--- src/rtl/lr_pkg.sv ---
// lr_pkg: shared widths, codes, reset values and types of the line rasterizer
// used by lr_if.sv, lr_walker.sv and line_rasterizer_core.sv
package lr_pkg;

  localparam int COORD_BITS   = 12;
  localparam int IN_BITS      = COORD_BITS + 1;
  localparam int ERR_BITS     = COORD_BITS + 3;
  localparam int REG_BITS     = 13;
  localparam int ADDR_BITS    = 24;
  localparam int CFG_IDX_BITS = 2;
  localparam int CMP_BITS     = (COORD_BITS > REG_BITS) ? COORD_BITS : REG_BITS;
  localparam int PROD_BITS    = REG_BITS + COORD_BITS + 1;

  localparam logic [REG_BITS-1:0] H_RES_RST     = REG_BITS'(1024);
  localparam logic [REG_BITS-1:0] V_RES_RST     = REG_BITS'(768);
  localparam logic [REG_BITS-1:0] ROW_PITCH_RST = REG_BITS'(1024);

  typedef logic [COORD_BITS-1:0]     coord_t;
  typedef logic signed [IN_BITS-1:0] pos_t;
  typedef logic signed [ERR_BITS-1:0] err_t;
  typedef logic [REG_BITS-1:0]       reg_t;

  typedef enum logic {
    OP_START   = 1'b0,
    OP_ADVANCE = 1'b1
  } opcode_t;

  typedef enum logic [CFG_IDX_BITS-1:0] {
    REG_H_RES     = 2'd0,
    REG_V_RES     = 2'd1,
    REG_ROW_PITCH = 2'd2
  } cfg_reg_t;

  typedef struct packed {
    opcode_t opcode;
    pos_t    start_x;
    pos_t    start_y;
    pos_t    end_x;
    pos_t    end_y;
  } cmd_t;

  typedef struct packed {
    reg_t width;
    reg_t height;
  } screen_t;

  typedef struct packed {
    coord_t col;
    coord_t row;
    logic   last;
  } pixel_t;

endpackage

--- src/rtl/lr_if.sv ---
// lr_if: valid/ready channel interfaces of the line rasterizer
// command beats, pixel beats and configuration writes; widths from lr_pkg
interface lr_cmd_if;
  logic                 valid;
  logic                 ready;
  logic                 opcode;
  lr_pkg::pos_t         start_x;
  lr_pkg::pos_t         start_y;
  lr_pkg::pos_t         end_x;
  lr_pkg::pos_t         end_y;

  modport source (output valid, opcode, start_x, start_y, end_x, end_y, input ready);
  modport sink   (input valid, opcode, start_x, start_y, end_x, end_y, output ready);
endinterface

interface lr_pix_if;
  logic                         valid;
  logic                         ready;
  lr_pkg::coord_t               pixel_x;
  lr_pkg::coord_t               pixel_y;
  logic [lr_pkg::ADDR_BITS-1:0] pixel_address;
  logic                         last_pixel;

  modport source (output valid, pixel_x, pixel_y, pixel_address, last_pixel, input ready);
  modport sink   (input valid, pixel_x, pixel_y, pixel_address, last_pixel, output ready);
endinterface

interface lr_cfg_if;
  logic                            valid;
  logic                            ready;
  logic [lr_pkg::CFG_IDX_BITS-1:0] index;
  lr_pkg::reg_t                    data;

  modport source (output valid, index, data, input ready);
  modport sink   (input valid, index, data, output ready);
endinterface

--- src/rtl/lr_walker.sv ---
// lr_walker: bresenham line state and the per-beat step (start or advance)
// depends on lr_pkg; result is combinational, state updates when take is high
module lr_walker (
  input  logic            clk,
  input  logic            rst,
  input  logic            take,
  input  lr_pkg::cmd_t    cmd,
  input  lr_pkg::screen_t screen,
  output logic            res_valid,
  output lr_pkg::pixel_t  res
);

  lr_pkg::coord_t cur_col, cur_col_next;
  lr_pkg::coord_t cur_row, cur_row_next;
  lr_pkg::coord_t last_col, last_col_next;
  lr_pkg::coord_t last_row, last_row_next;
  lr_pkg::err_t   error_term, error_term_next;
  lr_pkg::coord_t major_delta, major_delta_next;
  lr_pkg::coord_t minor_delta, minor_delta_next;
  logic           row_goes_down, row_goes_down_next;
  logic           y_major, y_major_next;
  logic           line_active, line_active_next;

  // start path
  logic           swap;
  lr_pkg::pos_t   x0, y0, x1, y1;
  logic           on0, on1;
  lr_pkg::coord_t dx, ady;
  lr_pkg::pos_t   dy, dy_neg;
  logic           s_ymaj, s_down, s_zero;
  lr_pkg::coord_t s_maj, s_min;
  lr_pkg::err_t   s_err;

  // advance path
  logic           step;
  lr_pkg::coord_t row_inc;
  lr_pkg::coord_t a_col, a_row;
  lr_pkg::err_t   a_err;
  logic           reached;

  always_comb begin
    swap = cmd.end_x < cmd.start_x;
    x0   = swap ? cmd.end_x   : cmd.start_x;
    y0   = swap ? cmd.end_y   : cmd.start_y;
    x1   = swap ? cmd.start_x : cmd.end_x;
    y1   = swap ? cmd.start_y : cmd.end_y;
    on0  = !x0[lr_pkg::IN_BITS-1] && !y0[lr_pkg::IN_BITS-1] &&
           (lr_pkg::CMP_BITS'(x0[lr_pkg::COORD_BITS-1:0]) < lr_pkg::CMP_BITS'(screen.width)) &&
           (lr_pkg::CMP_BITS'(y0[lr_pkg::COORD_BITS-1:0]) < lr_pkg::CMP_BITS'(screen.height));
    on1  = !x1[lr_pkg::IN_BITS-1] && !y1[lr_pkg::IN_BITS-1] &&
           (lr_pkg::CMP_BITS'(x1[lr_pkg::COORD_BITS-1:0]) < lr_pkg::CMP_BITS'(screen.width)) &&
           (lr_pkg::CMP_BITS'(y1[lr_pkg::COORD_BITS-1:0]) < lr_pkg::CMP_BITS'(screen.height));
    dx     = x1[lr_pkg::COORD_BITS-1:0] - x0[lr_pkg::COORD_BITS-1:0];
    dy     = y1 - y0;
    dy_neg = -dy;
    ady    = dy[lr_pkg::IN_BITS-1] ? dy_neg[lr_pkg::COORD_BITS-1:0]
                                   : dy[lr_pkg::COORD_BITS-1:0];
    s_ymaj = !(dx > ady);
    s_down = dy[lr_pkg::IN_BITS-1] || (dy == '0);
    s_zero = (dx == '0) && (dy == '0);
    s_maj  = s_ymaj ? ady : dx;
    s_min  = s_ymaj ? dx  : ady;
    s_err  = $signed({2'b00, s_min, 1'b0}) - $signed({3'b000, s_maj});

    step    = !error_term[lr_pkg::ERR_BITS-1] && (error_term != '0);
    row_inc = row_goes_down ? cur_row - 1'b1 : cur_row + 1'b1;
    a_col   = (!y_major || step) ? cur_col + 1'b1 : cur_col;
    a_row   = (y_major || step) ? row_inc : cur_row;
    a_err   = error_term - (step ? $signed({2'b00, major_delta, 1'b0}) : '0)
              + $signed({2'b00, minor_delta, 1'b0});
    reached = y_major ? (a_row == last_row) : (a_col == last_col);

    cur_col_next       = cur_col;
    cur_row_next       = cur_row;
    last_col_next      = last_col;
    last_row_next      = last_row;
    error_term_next    = error_term;
    major_delta_next   = major_delta;
    minor_delta_next   = minor_delta;
    row_goes_down_next = row_goes_down;
    y_major_next       = y_major;
    line_active_next   = line_active;
    res_valid          = 1'b0;
    res                = '{col: cur_col, row: cur_row, last: 1'b0};

    unique case (cmd.opcode)
      lr_pkg::OP_START: begin
        line_active_next = 1'b0;
        if (on0 && on1) begin
          cur_col_next       = x0[lr_pkg::COORD_BITS-1:0];
          cur_row_next       = y0[lr_pkg::COORD_BITS-1:0];
          last_col_next      = x1[lr_pkg::COORD_BITS-1:0];
          last_row_next      = y1[lr_pkg::COORD_BITS-1:0];
          error_term_next    = s_err;
          major_delta_next   = s_maj;
          minor_delta_next   = s_min;
          row_goes_down_next = s_down;
          y_major_next       = s_ymaj;
          line_active_next   = !s_zero;
          res_valid          = 1'b1;
          res = '{col: x0[lr_pkg::COORD_BITS-1:0], row: y0[lr_pkg::COORD_BITS-1:0],
                  last: s_zero};
        end
      end
      lr_pkg::OP_ADVANCE: begin
        if (line_active) begin
          error_term_next = a_err;
          res_valid       = 1'b1;
          if (reached) begin
            cur_col_next     = last_col;
            cur_row_next     = last_row;
            line_active_next = 1'b0;
            res = '{col: last_col, row: last_row, last: 1'b1};
          end else begin
            cur_col_next = a_col;
            cur_row_next = a_row;
            res = '{col: a_col, row: a_row, last: 1'b0};
          end
        end
      end
      default: begin
        res_valid = 1'b0;
      end
    endcase
  end

  always_ff @(posedge clk) begin
    if (rst) begin
      cur_col       <= '0;
      cur_row       <= '0;
      last_col      <= '0;
      last_row      <= '0;
      error_term    <= '0;
      major_delta   <= '0;
      minor_delta   <= '0;
      row_goes_down <= 1'b0;
      y_major       <= 1'b0;
      line_active   <= 1'b0;
    end else if (take) begin
      cur_col       <= cur_col_next;
      cur_row       <= cur_row_next;
      last_col      <= last_col_next;
      last_row      <= last_row_next;
      error_term    <= error_term_next;
      major_delta   <= major_delta_next;
      minor_delta   <= minor_delta_next;
      row_goes_down <= row_goes_down_next;
      y_major       <= y_major_next;
      line_active   <= line_active_next;
    end
  end

  a_last_ends_line: assert property (@(posedge clk) disable iff (rst)
    take && res_valid && res.last |=> !line_active)
    else $error("line still active after its last pixel");

  a_mid_keeps_line: assert property (@(posedge clk) disable iff (rst)
    take && res_valid && !res.last |=> line_active)
    else $error("line dropped before its last pixel");

  a_idle_advance: assert property (@(posedge clk) disable iff (rst)
    take && (cmd.opcode == lr_pkg::OP_ADVANCE) && !line_active |-> !res_valid)
    else $error("pixel produced with no line in progress");

endmodule

--- src/rtl/line_rasterizer_core.sv ---
// line_rasterizer_core: top level, input register, pixel register, address stage
// depends on lr_pkg, lr_if.sv interfaces and lr_walker
// throughput: one command beat per cycle while the pixel side takes every beat;
// the rate is bounded by the single error update in lr_walker
// reset: rst (synchronous) empties all stages, ends any line and loads default screen config
module line_rasterizer_core (
  input  logic      clk,
  input  logic      rst,
  lr_cmd_if.sink    cmd,
  lr_pix_if.source  pix,
  lr_cfg_if.sink    cfg
);

  lr_pkg::reg_t    h_res;
  lr_pkg::reg_t    v_res;
  lr_pkg::reg_t    row_pitch;
  lr_pkg::screen_t screen;

  logic            i_valid;
  lr_pkg::cmd_t    i_cmd;
  logic            p_valid;
  lr_pkg::pixel_t  p_pix;
  logic            o_valid;
  lr_pkg::coord_t  o_x;
  lr_pkg::coord_t  o_y;
  logic [lr_pkg::ADDR_BITS-1:0] o_addr;
  logic            o_last;

  logic            adv3, adv2, take;
  logic            res_valid;
  lr_pkg::pixel_t  res;
  logic [lr_pkg::PROD_BITS-1:0] addr_full;

  assign adv3      = !o_valid || pix.ready;
  assign adv2      = !p_valid || adv3;
  assign take      = i_valid && adv2;
  assign cmd.ready = !i_valid || adv2;
  assign cfg.ready = 1'b1;
  assign screen    = '{width: h_res, height: v_res};

  assign addr_full = lr_pkg::PROD_BITS'(p_pix.col)
                   + lr_pkg::PROD_BITS'(row_pitch) * lr_pkg::PROD_BITS'(p_pix.row);

  lr_walker u_walker (
    .clk       (clk),
    .rst       (rst),
    .take      (take),
    .cmd       (i_cmd),
    .screen    (screen),
    .res_valid (res_valid),
    .res       (res)
  );

  // config writes
  always_ff @(posedge clk) begin
    if (rst) begin
      h_res     <= lr_pkg::H_RES_RST;
      v_res     <= lr_pkg::V_RES_RST;
      row_pitch <= lr_pkg::ROW_PITCH_RST;
    end else if (cfg.valid && cfg.ready) begin
      case (cfg.index)
        lr_pkg::REG_H_RES:     h_res     <= cfg.data;
        lr_pkg::REG_V_RES:     v_res     <= cfg.data;
        lr_pkg::REG_ROW_PITCH: row_pitch <= cfg.data;
        default: ;
      endcase
    end
  end

  // pipeline valids
  always_ff @(posedge clk) begin
    if (rst) begin
      i_valid <= 1'b0;
      p_valid <= 1'b0;
      o_valid <= 1'b0;
    end else begin
      if (cmd.ready) i_valid <= cmd.valid;
      if (adv2)      p_valid <= take && res_valid;
      if (adv3)      o_valid <= p_valid;
    end
  end

  // pipeline payload
  always_ff @(posedge clk) begin
    if (cmd.ready) begin
      i_cmd <= '{opcode:  lr_pkg::opcode_t'(cmd.opcode),
                 start_x: cmd.start_x, start_y: cmd.start_y,
                 end_x:   cmd.end_x,   end_y:   cmd.end_y};
    end
    if (adv2) p_pix <= res;
    if (adv3) begin
      o_x    <= p_pix.col;
      o_y    <= p_pix.row;
      o_addr <= addr_full[lr_pkg::ADDR_BITS-1:0];
      o_last <= p_pix.last;
    end
  end

  assign pix.valid         = o_valid;
  assign pix.pixel_x       = o_x;
  assign pix.pixel_y       = o_y;
  assign pix.pixel_address = o_addr;
  assign pix.last_pixel    = o_last;

  a_cmd_hold: assert property (@(posedge clk) disable iff (rst)
    i_valid && !adv2 |=> i_valid && $stable(i_cmd))
    else $error("stalled command beat lost or changed");

  a_pix_hold: assert property (@(posedge clk) disable iff (rst)
    p_valid && !adv3 |=> p_valid && $stable(p_pix))
    else $error("stalled pixel lost or changed");

  a_out_hold: assert property (@(posedge clk) disable iff (rst)
    o_valid && !pix.ready |=> o_valid && $stable({o_x, o_y, o_addr, o_last}))
    else $error("stalled output beat lost or changed");

endmodule

--- src/flat_wrapper.sv ---
// flat-port wrapper written by rule: the top's interface ports become plain ports
module line_rasterizer_core_flat 
  (clk, rst, cmd_valid, cmd_opcode, cmd_start_x, cmd_start_y, cmd_end_x, cmd_end_y, cmd_ready, pix_valid, pix_pixel_x, pix_pixel_y, pix_pixel_address, pix_last_pixel, pix_ready, cfg_valid, cfg_index, cfg_data, cfg_ready);
  lr_cmd_if cmd_i ();
  lr_pix_if pix_i ();
  lr_cfg_if cfg_i ();
  input  logic clk;
  input  logic rst;
  input wire logic [$bits(cmd_i.valid)-1:0] cmd_valid;
  input wire logic [$bits(cmd_i.opcode)-1:0] cmd_opcode;
  input wire logic [$bits(cmd_i.start_x)-1:0] cmd_start_x;
  input wire logic [$bits(cmd_i.start_y)-1:0] cmd_start_y;
  input wire logic [$bits(cmd_i.end_x)-1:0] cmd_end_x;
  input wire logic [$bits(cmd_i.end_y)-1:0] cmd_end_y;
  output wire logic [$bits(cmd_i.ready)-1:0] cmd_ready;
  output wire logic [$bits(pix_i.valid)-1:0] pix_valid;
  output wire logic [$bits(pix_i.pixel_x)-1:0] pix_pixel_x;
  output wire logic [$bits(pix_i.pixel_y)-1:0] pix_pixel_y;
  output wire logic [$bits(pix_i.pixel_address)-1:0] pix_pixel_address;
  output wire logic [$bits(pix_i.last_pixel)-1:0] pix_last_pixel;
  input wire logic [$bits(pix_i.ready)-1:0] pix_ready;
  input wire logic [$bits(cfg_i.valid)-1:0] cfg_valid;
  input wire logic [$bits(cfg_i.index)-1:0] cfg_index;
  input wire logic [$bits(cfg_i.data)-1:0] cfg_data;
  output wire logic [$bits(cfg_i.ready)-1:0] cfg_ready;
  assign cmd_i.valid = cmd_valid;
  assign cmd_i.opcode = cmd_opcode;
  assign cmd_i.start_x = cmd_start_x;
  assign cmd_i.start_y = cmd_start_y;
  assign cmd_i.end_x = cmd_end_x;
  assign cmd_i.end_y = cmd_end_y;
  assign cmd_ready = cmd_i.ready;
  assign pix_valid = pix_i.valid;
  assign pix_pixel_x = pix_i.pixel_x;
  assign pix_pixel_y = pix_i.pixel_y;
  assign pix_pixel_address = pix_i.pixel_address;
  assign pix_last_pixel = pix_i.last_pixel;
  assign pix_i.ready = pix_ready;
  assign cfg_i.valid = cfg_valid;
  assign cfg_i.index = cfg_index;
  assign cfg_i.data = cfg_data;
  assign cfg_ready = cfg_i.ready;
  line_rasterizer_core u_core (.clk(clk), .rst(rst), .cmd(cmd_i), .pix(pix_i), .cfg(cfg_i));
endmodule
--- config.mk ---
export PLATFORM = sky130hd
export DESIGN_NAME = line_rasterizer_core_flat
export DESIGN_NICKNAME = d
export VERILOG_FILES = /design/src/rtl/lr_pkg.sv /design/src/rtl/lr_if.sv /design/src/rtl/lr_walker.sv /design/src/rtl/line_rasterizer_core.sv /design/src/flat_wrapper.sv
export SDC_FILE = /design/constraint.sdc
export NUM_CORES = 1
export LEC_CHECK = 0
export CAP_MARGIN = 20
export CORE_MARGIN = 4
export CORE_UTILIZATION = 50
export CTS_BUF_LIST = sky130_fd_sc_hd__clkbuf_8
export CTS_CLUSTER_DIAMETER = 150
export CTS_CLUSTER_SIZE = 14
export DETAILED_ROUTE_END_ITERATION = 16
export DONT_BUFFER_PORTS = 1
export PLACE_DENSITY = 0.75
export SLEW_MARGIN = 30
export SYNTH_ARGS = -nofsm -noshare
export SYNTH_HDL_FRONTEND = slang
export SYNTH_SLANG_ARGS = --single-unit
export TNS_END_PERCENT = 5
--- constraint.sdc ---
create_clock -name clk -period 9.4 [get_ports clk]
set_input_delay 1.88 -clock clk [delete_from_list [all_inputs] [get_ports clk]]
set_output_delay 1.88 -clock clk [all_outputs]
set_load 0.02 [all_outputs]
After elaboration in Yosys (flattened, before gate mapping) --
Cells that the tools add are included.
Cells by class: add/subtract/negate cells 10, $mul 1, $lt $le $gt $ge 6, eq/ne operators 6, muxes and demuxes 34, bitwise operators 1, reductions and logical operators 37
Operator list (number):
- $mux 12 | 12
- $mux 25 | 3
- $lt 13x13->1 | 5
- $mux 13 | 5
- $pmux 25 s2 | 1
- $pmux 12 s2 | 2
- $mux 15 | 2
- $pmux 15 s2 | 1
- $add 12x1->12 const B | 2
- $add 12x24->24 | 1
- $eq 12x12->1 | 2
- $mul 13x12->24 | 1
- $add 15x13->15 | 1
- $reduce_bool 15->1 | 1
- $sub 15x13->15 | 1
- $sub 13x12->14 | 1
- $logic_not 13->1 | 1
- $sub 13x13->13 | 1
- $gt 12x12->1 | 1
- $logic_not 12->1 | 1
- $neg 12->12 | 1
- $sub 12x1->12 const B | 1
- $sub 12x12->12 | 1
- $logic_and 1x1->1 | 11
- other kinds (11) | 36
Word-level totals: flip-flop bits (word level) 259, output and inout port bits 52, word-level logic and storage cells 123

Longest topological paths before layout --
Gate-level depths: netlist of run 1.
depth in word-level cells 10, depth in mapped cells 46

Hierarchy --
A second synthesis of run 1 with hierarchy kept.
Second synthesis, totals: cells, all modules 2630, area total of the unflattened synthesis 22546.6 um2
Modules (own cells, without submodules):
- lr_walker | times used 1, cells each 1652, area an instance 11681.2 um2, sequential area each 1801.7 um2
- line_rasterizer_core | times used 1, cells each 978, area an instance 10865.4 um2, sequential area each 4654.5 um2

Worst setup path before layout of run 1 --
Ideal clock, no wire load.
kind register to register, start reg u_core.i_cmd[17] (netlist name), end reg u_core.u_walker.error_term[10], library setup time 138 ps, data arrival time 8295 ps, slack 967 ps, stages on the path, launching flop included 43, path buffers 2, cells stage by stage edfxtp_1 ha_1 a211oi_2 a2111oi_4 o31ai_2 mux2i_2 ha_1 o2111ai_2 nand2_1 a31oi_2 o31ai_4 xnor2_2 nand2_1 o21ai_0 inv_1 ha_1 nor2b_1 o21ai_0 [... 7 more ...] o21ai_0 a21oi_1 maj3_2 o31ai_2 nor2_4 buf_2 buf_1 mux2i_1 fa_1 a21o_1 a21oi_1 maj3_1 or4_1 o311ai_1 o311a_1 or3_1 nand3_1 a221oi_1
Between the ends: cells in the longest elaborated chain, start to end 10, elaborated cells between the ends (all ways) 32
RTL lines:
- start: declaration | RTL line line_rasterizer_core.sv:20 | lr_pkg::cmd_t i_cmd;
- start signal: assignment | RTL line line_rasterizer_core.sv:86 | i_cmd <= '{opcode: lr_pkg::opcode_t'(cmd.opcode),
- $lt 13x13->1 | RTL line lr_walker.sv:42 | swap = cmd.end_x < cmd.start_x;
- $mux 13 (on tied branches) | RTL line lr_walker.sv:46, lr_walker.sv:44
- $sub 13x13->13 | RTL line lr_walker.sv:54 | dy = y1 - y0;
- $neg 12->12 | RTL line lr_walker.sv:55 | dy_neg = -dy;
- $mux 12 | RTL line lr_walker.sv:56 | ady = dy[lr_pkg::IN_BITS-1] ? dy_neg[lr_pkg::COORD_BITS-1:0]
- $gt 12x12->1 | RTL line lr_walker.sv:58 | s_ymaj = !(dx > ady);
- $mux 12 (*) | RTL line lr_walker.sv:62 | s_min = s_ymaj ? dx : ady;
- named net u_core.u_walker.s_min[0] | RTL line lr_walker.sv:31 | lr_pkg::coord_t s_maj, s_min;
- $sub 13x12->14 (*) | RTL line lr_walker.sv:63 | s_err = $signed({2'b00, s_min, 1'b0}) - $signed({3'b000, s_maj});
- $mux 15 (*) | RTL line lr_walker.sv:89 | if (on0 && on1) begin
- $pmux 15 s2 (*) | RTL line lr_walker.sv:86 | unique case (cmd.opcode)
- end signal: assignment | RTL line lr_walker.sv:144 | error_term <= error_term_next;
- end: declaration | RTL line lr_walker.sv:17 | lr_pkg::err_t error_term, error_term_next;
The timed path passes the listed nets; every way through them passes the cells marked *. The select of a mux whose other input is x is not followed. A chain may end at the register's enable or synchronous reset.

Worst setup path in the final report of run 1 --
start reg u_core.i_cmd[23] (netlist name), end reg u_core.u_walker.error_term[10]
Between the ends: cells in the longest elaborated chain, start to end 10, elaborated cells between the ends (all ways) 32
RTL lines (RTL line):
- $lt 13x13->1 | lr_walker.sv:42
- $mux 13 (on tied branches) | lr_walker.sv:46, lr_walker.sv:44
- $sub 13x13->13 | lr_walker.sv:54
- $neg 12->12 | lr_walker.sv:55
- $mux 12 | lr_walker.sv:56
- $gt 12x12->1 | lr_walker.sv:58
- $mux 12 (on tied branches) | lr_walker.sv:62, lr_walker.sv:61
- $sub 13x12->14 | lr_walker.sv:63
- $mux 15 | lr_walker.sv:89
- $pmux 15 s2 | lr_walker.sv:86
Parallel ways exist; a longest one is shown, timed or not. The select of a mux whose other input is x is not followed.

==> flow_metrics.env, run 1 <==
export IMPL_path_buf_inv=1
export IMPL_ant_nets=0
export IMPL_status="complete, no violations"
export IMPL_timing_final_crit_share=0.935
export IMPL_io_buffers=0
export IMPL_skew_ns=0.0715
export IMPL_clk_pin_slew_ns=0.10
export IMPL_setup_ws_ns=0.610
export IMPL_holdWs_ns=0.436
export IMPL_worstSetupStartpointType="register"
export IMPL_synth_edf_count=127
export IMPL_place_inst=2921
export IMPL_grt_start_max_net_pins=134
export IMPL_ys_flop_type="dfxtp_1"
export IMPL_instances_no_fill=2964
export IMPL_drt_pass1_iterations=5
export IMPL_final_cell_mix="nand2_1 (409), inv_1 (301), a21oi_1 (181), ha_1 (173), nor2_1 (156)"
export IMPL_gp_congestion=0.945
export IMPL_start_util=0.510
export IMPL_num_vias=17400
export IMPL_setup_viol=0
export IMPL_num_rows=75
export IMPL_reg2reg_depth=41
export IMPL_synth_distinct_cells=91
export IMPL_ys_ff_latch=259
export IMPL_grt_pass1_vias=16900
export IMPL_critPathMaxStageDelay_ns=0.48
export IMPL_slew_viol_final=0
export IMPL_async_flop_share=0
export IMPL_placed_area_mm2=0.0220
export IMPL_arrival_ns=9.23
export IMPL_coreArea_mm2=0.0422
export IMPL_hold_violations=0
export IMPL_viasPerCell=5.88
export IMPL_area_growth_pct=4.38
export IMPL_max_slew_margin_rel=0.366
export IMPL_layout_commonest_cell="nand2_1"
export IMPL_syn_inst=2470
export IMPL_hp_class="register to register"
export IMPL_min_period_ns=8.79
export IMPL_drtIter0Drc=1566
export IMPL_htreeDepth=1
export IMPL_root_buffer="clkbuf_8"
export IMPL_grt_antenna_before_repair=4
export IMPL_synth_nets=2851
export IMPL_path_class="register to register"
export IMPL_max_vdd_ir_drop_mv=0.161
export IMPL_finish_utilization=0.532
export IMPL_dp_hpwl_mm=44.3
export IMPL_yosys_warnings=0
export IMPL_critPathSlowestCell="fa_1"
export IMPL_syn_area_mm2=0.0215
export IMPL_critical_path_required_ns=9.84
export IMPL_cp_depth=41
export IMPL_cts_tree="done"
export IMPL_p_leak_nw=9.81
export IMPL_tightest_slew_ns=0.947
export IMPL_ios=125
export IMPL_cts_buffers_inserted=22
export IMPL_wl_per_cell_um=19.4
export IMPL_die_h_um=216
export IMPL_die_x_um=216
export IMPL_setup_tns_ns=0
export IMPL_powerDensity_mw_per_mm2=154
export IMPL_cp_end_kind="register"
export IMPL_grt_first_pass_wirelength_mm=92.4
export IMPL_synth_seq_area_share=0.300
export IMPL_crit_family="compound AO/OA/AOI/OAI gates"
export IMPL_die_area_mm2=0.0465
export IMPL_finalWirelength_mm=57.6
export IMPL_postLayoutCellArea_mm2=0.0225
export IMPL_cts_hold_repair_buffers=0
export IMPL_clock_fmax_mhz=114
export IMPL_final_net_count=2789
export IMPL_drive_above_1_share=0.0417
export IMPL_grt_total_usage=0.244
export IMPL_drc=0
export IMPL_syn_avg_cell_area_um2=8.72
export IMPL_grt_ovfl_total=0
export IMPL_rsz0062_at_grt="false"
export IMPL_dp_slack_ns=0.515
export IMPL_min_delay_path_depth=0
export IMPL_finalPower_mw=3.46
export IMPL_max_cap_violations=0
export IMPL_path_max_fanout=12
export IMPL_cts_sinks=259
export IMPL_clock_latency_ns=0.63
export IMPL_cts_buffer_depth=3
## power breakdown
group	internal, mW	switching, mW	total [mW]
sequential	1.19	0.0283	1.22
clock	0.235	0.398	0.633
combinational	0.631	0.970	1.60
total	2.06	1.40	3.46
## worst reg2reg max path, delay by kind of cell, from the launching register on
| family | cells | cell delay, ns |
|---|---|---|
| AOI/OAI and AO/OA | 20 | 3.85 |
| adders and majority gates | 6 | 2.00 |
| and+or+nand+nor | 11 | 1.51 |
| DFF | 1 | 0.45 |
| xor gates and xnor gates | 2 | 0.31 |
| muxes | 1 | 0.29 |
| buffers and inverters | 1 | 0.21 |
## routing by layer
layer | share of wire | vias to the layer above | global-route usage | wire (um)
met3 | 0.077 | 101 | 0.0397 | 4440
met2 | 0.45 | 672 | 0.391 | 26100
li1 | - | 8187 | - | -
met4 | 0.030 | 6 | 0.0691 | 1740
met5 | 0.00073 | - | 0 | 42
met1 | 0.44 | 8471 | 0.344 | 25300
## logic make-up (layout without fill, tap and decap cells)
family	count (synthesis)	after routing	synth area share
fa+ha+maj	312	312	0.228
compound gates	497	497	0.155
mux	54	54	0.0255
buf+inv	402	354	0.0708
flops	259	259	0.300
other cells	1	4	0.000174
simple gates	824	824	0.172
xor+xnor	121	121	0.0496
## registers in the layout, summed over array words and instances (netlist names), 13 cells and up
name and count:
u_core.pix.pixel_address 24, u_core.h_res 13, u_core.row_pitch 13, u_core.v_res 13, u_core.u_walker.error_term 15, u_core.i_cmd 53
u_core.p_pix 25
## area by class of cell
cell class | count | area (um2)
repair buffers | 25 | 195
clock inverters | 14 | 55.1
clock buffers | 24 | 330
inverters | 291 | 1100
diodes | 3 | 7.51
multi-input cells | 1809 | 13700
fillers | 3820 | 19700
flip-flops and latches | 259 | 6460
well taps | 539 | 674
## path summary, 6_finish.rpt
path,from,slack (ns),to
setup / recovery,u_core.i_cmd[23],0.61,u_core.u_walker.error_term[10]
hold / removal,u_core.p_pix[0],0.44,u_core.pix.last_pixel
setup reg to reg,u_core.i_cmd[23],0.61,u_core.u_walker.error_term[10]
hold reg to reg,u_core.p_pix[0],0.44,u_core.pix.last_pixel
## Yosys cell counts (all sizes together) (23+ instances only)
library cell,n,area (um2)
a211oi,38,330
a21o,35,263
a21oi,184,921
and2,74,463
clkbuf,95,357
dfxtp,132,2640
edfxtp,127,3810
fa,135,2700
ha,173,2160
inv,290,1090
mux2i,50,504
nand2,411,1540
nand2b,25,156
nand3,33,170
nand4,24,156
nor2,159,604
nor2b,26,163
nor3,24,120
o21ai,85,429
o21bai,23,173
o221ai,25,225
xnor2,78,691
xor2,43,377
## timing repair
action                     4_1_cts  5_1_grt
setup endpoints to repair        0        3
buffers inserted                 0        2
gates resized for setup          0       12
Note: power is estimated with default switching activity, not from simulation.
==> inputs of run 2 (changes only) <==
==> constraint.sdc (replaced) <==
create_clock -name clk -period 8.27 [get_ports clk]
set_input_delay 1.654 -clock clk [delete_from_list [all_inputs] [get_ports clk]]
set_output_delay 1.654 -clock clk [all_outputs]
set_load 0.02 [all_outputs]
==> run 2 against run 1 <==
Compared with the run above:
- clock power grew 12%
- flip-flop and latch count is the same
- non-clock buffer count up 61
- hold slack better by 0.022 ns
- total power rose by 26%
- first-iteration DRC count down 7.2%
==> flow_metrics.env, run 2 (synthesized netlist as in run 1, its figures left out) <==
export IMPL_grt_antenna_before_repair=6
export IMPL_cts_hold_repair_buffers=0
export IMPL_grt_pass1_vias=17400
export IMPL_p_sw_frac=0.411
export IMPL_power_share_sequential=0.320
export IMPL_dp_hpwl_mm=45.5
export IMPL_ios=125
export IMPL_hp_start="u_core.h_res[2]"
export IMPL_regArea_mm2=0.00646
export IMPL_die_x_um=216
export IMPL_instances_no_fill=3022
export IMPL_critPathSlowestCell="a311oi_1"
export IMPL_worstSetupStartpointType="register"
export IMPL_largest_reg_flops=53
export IMPL_setup_tns_ns=0
export IMPL_rsz0062_at_grt="true"
export IMPL_drive_above_1_share=0.0810
export IMPL_setup_viol=0
export IMPL_multi_input_area_mm2=0.0140
export IMPL_min_period_ns=8.15
export IMPL_dp_slack_ns=-0.118
export IMPL_fillCellCount=3768
export IMPL_critical_path_required_ns=8.82
export IMPL_tightest_slew_ns=1.05
export IMPL_gp_congestion=0.954
export IMPL_cp_common_cell="a21oi_2"
export IMPL_cts_tree="done"
export IMPL_cts_sinks=259
export IMPL_htreeDepth=1
export IMPL_net_switching_power_mw=1.79
export IMPL_grt_ovfl_total=0
export IMPL_clock_latency_ns=0.63
export IMPL_cts_buffers_inserted=22
export IMPL_critPathMaxStageDelay_ns=0.50
export IMPL_die_h_um=216
export IMPL_layout_commonest_cell="nand2_1"
export IMPL_p_leak_nw=10.1
export IMPL_grt_start_max_net_pins=134
export IMPL_regMostFlops="u_core.i_cmd"
export IMPL_timing_final_crit_share=0.986
export IMPL_max_cap_violations=0
export IMPL_slew_viol_final=0
export IMPL_skew_ns=0.0600
export IMPL_grt_total_usage=0.247
export IMPL_cp_startpoint="u_core.i_cmd[14]"
export IMPL_root_buffer="clkbuf_8"
export IMPL_finalWirelength_mm=58.9
export IMPL_pwr_share_clk=0.163
export IMPL_max_vdd_ir_drop_mv=0.183
export IMPL_ant_nets=0
export IMPL_hold_violations=0
export IMPL_comb_power_share=0.517
export IMPL_status="complete, no violations"
export IMPL_place_inst=2960
export IMPL_final_net_count=2850
export IMPL_viasPerCell=5.82
export IMPL_drc=0
export IMPL_num_vias=17600
export IMPL_finish_utilization=0.551
export IMPL_wl_per_cell_um=19.5
export IMPL_p_int_mw=2.56
export IMPL_setup_ws_ns=0.116
export IMPL_cp_end_kind="register"
export IMPL_coreArea_mm2=0.0422
export IMPL_io_buffers=0
export IMPL_path_max_fanout=6
export IMPL_start_util=0.510
export IMPL_clk_pin_slew_ns=0.11
export IMPL_reg2reg_slack_ns=0.12
export IMPL_die_area_mm2=0.0465
export IMPL_arrival_ns=8.70
export IMPL_grt_first_pass_wirelength_mm=93.7
export IMPL_final_cell_mix="nand2_1 (409), inv_1 (296), a21oi_1 (176), ha_1 (161), nor2_1 (152)"
export IMPL_path_class="register to register"
export IMPL_drtIter0Drc=1453
export IMPL_max_slew_margin_rel=0.301
export IMPL_powerDensity_mw_per_mm2=187
export IMPL_hp_class="register to register"
export IMPL_cts_buffer_depth=3
export IMPL_num_rows=75
export IMPL_drt_pass1_iterations=5
export IMPL_area_growth_pct=8.03
export IMPL_holdWs_ns=0.458
export IMPL_r2r_start="u_core.i_cmd[14]"
export IMPL_clock_fmax_mhz=123
## run 2: area by class of cell
class,count,share of cell area
Timing Repair Buffer,86,0.0308
Multi-Input combinational cell,1809,0.600
Antenna cell,1,0.000108
Clock buffer,22,0.0130
Clock inverter,15,0.00285
Inverter,291,0.0471
Sequential cell,259,0.277
Tap cell,539,0.0290
## run 2: power by group through the flow
stage | logic (mW) | clock network (mW) | registers (mW)
after floorplan | 1.40 | 0 | 1.40
after global placement | 1.87 | 0 | 1.42
after detailed placement | 1.92 | 0 | 1.42
after CTS | 1.97 | 0.736 | 1.39
after global routing | 2.45 | 0.789 | 1.39
final | 2.25 | 0.711 | 1.39
## run 2: critical path, delay by kind of cell (launching register included)
| family | cells | cell delay (ns) |
|---|---|---|
| buf+inv | 3 | 0.52 |
| simple gates | 13 | 1.69 |
| xor+xnor | 2 | 0.32 |
| compound gates | 19 | 3.45 |
| flops | 1 | 0.48 |
| fa+ha+maj | 5 | 1.58 |
## run 2: final timing paths
kind / to / cells after the start
hold reg to reg: u_core.h_res[2] / 2
setup / recovery: u_core.u_walker.error_term[10] / 42
setup reg to reg: u_core.u_walker.error_term[10] / 42
hold / removal: u_core.h_res[2] / 2
## run 2: through the flow
step / total power, mW / cell area [um2]
after global routing: 4.63 / 23300
after CTS: 4.10 / 22800
after global placement: 3.29 / 22300
after floorplan: 2.80 / 21600
after detailed placement: 3.34 / 22300
final: 4.35 / 23300
## run 2: per-layer routing
layer,vias up,track usage,share of wire
met2,700,0.398,0.45
met5,-,0,0.00088
met3,102,0.0388,0.074
met1,8482,0.344,0.44
met4,8,0.0807,0.035
li1,8304,-,-
## run 2: what timing repair did
action	4_1_cts	5_1_grt
pin swaps	12	34
buffers inserted	2	21
endpoints found under the setup margin	4	12
gates resized for setup	13	59
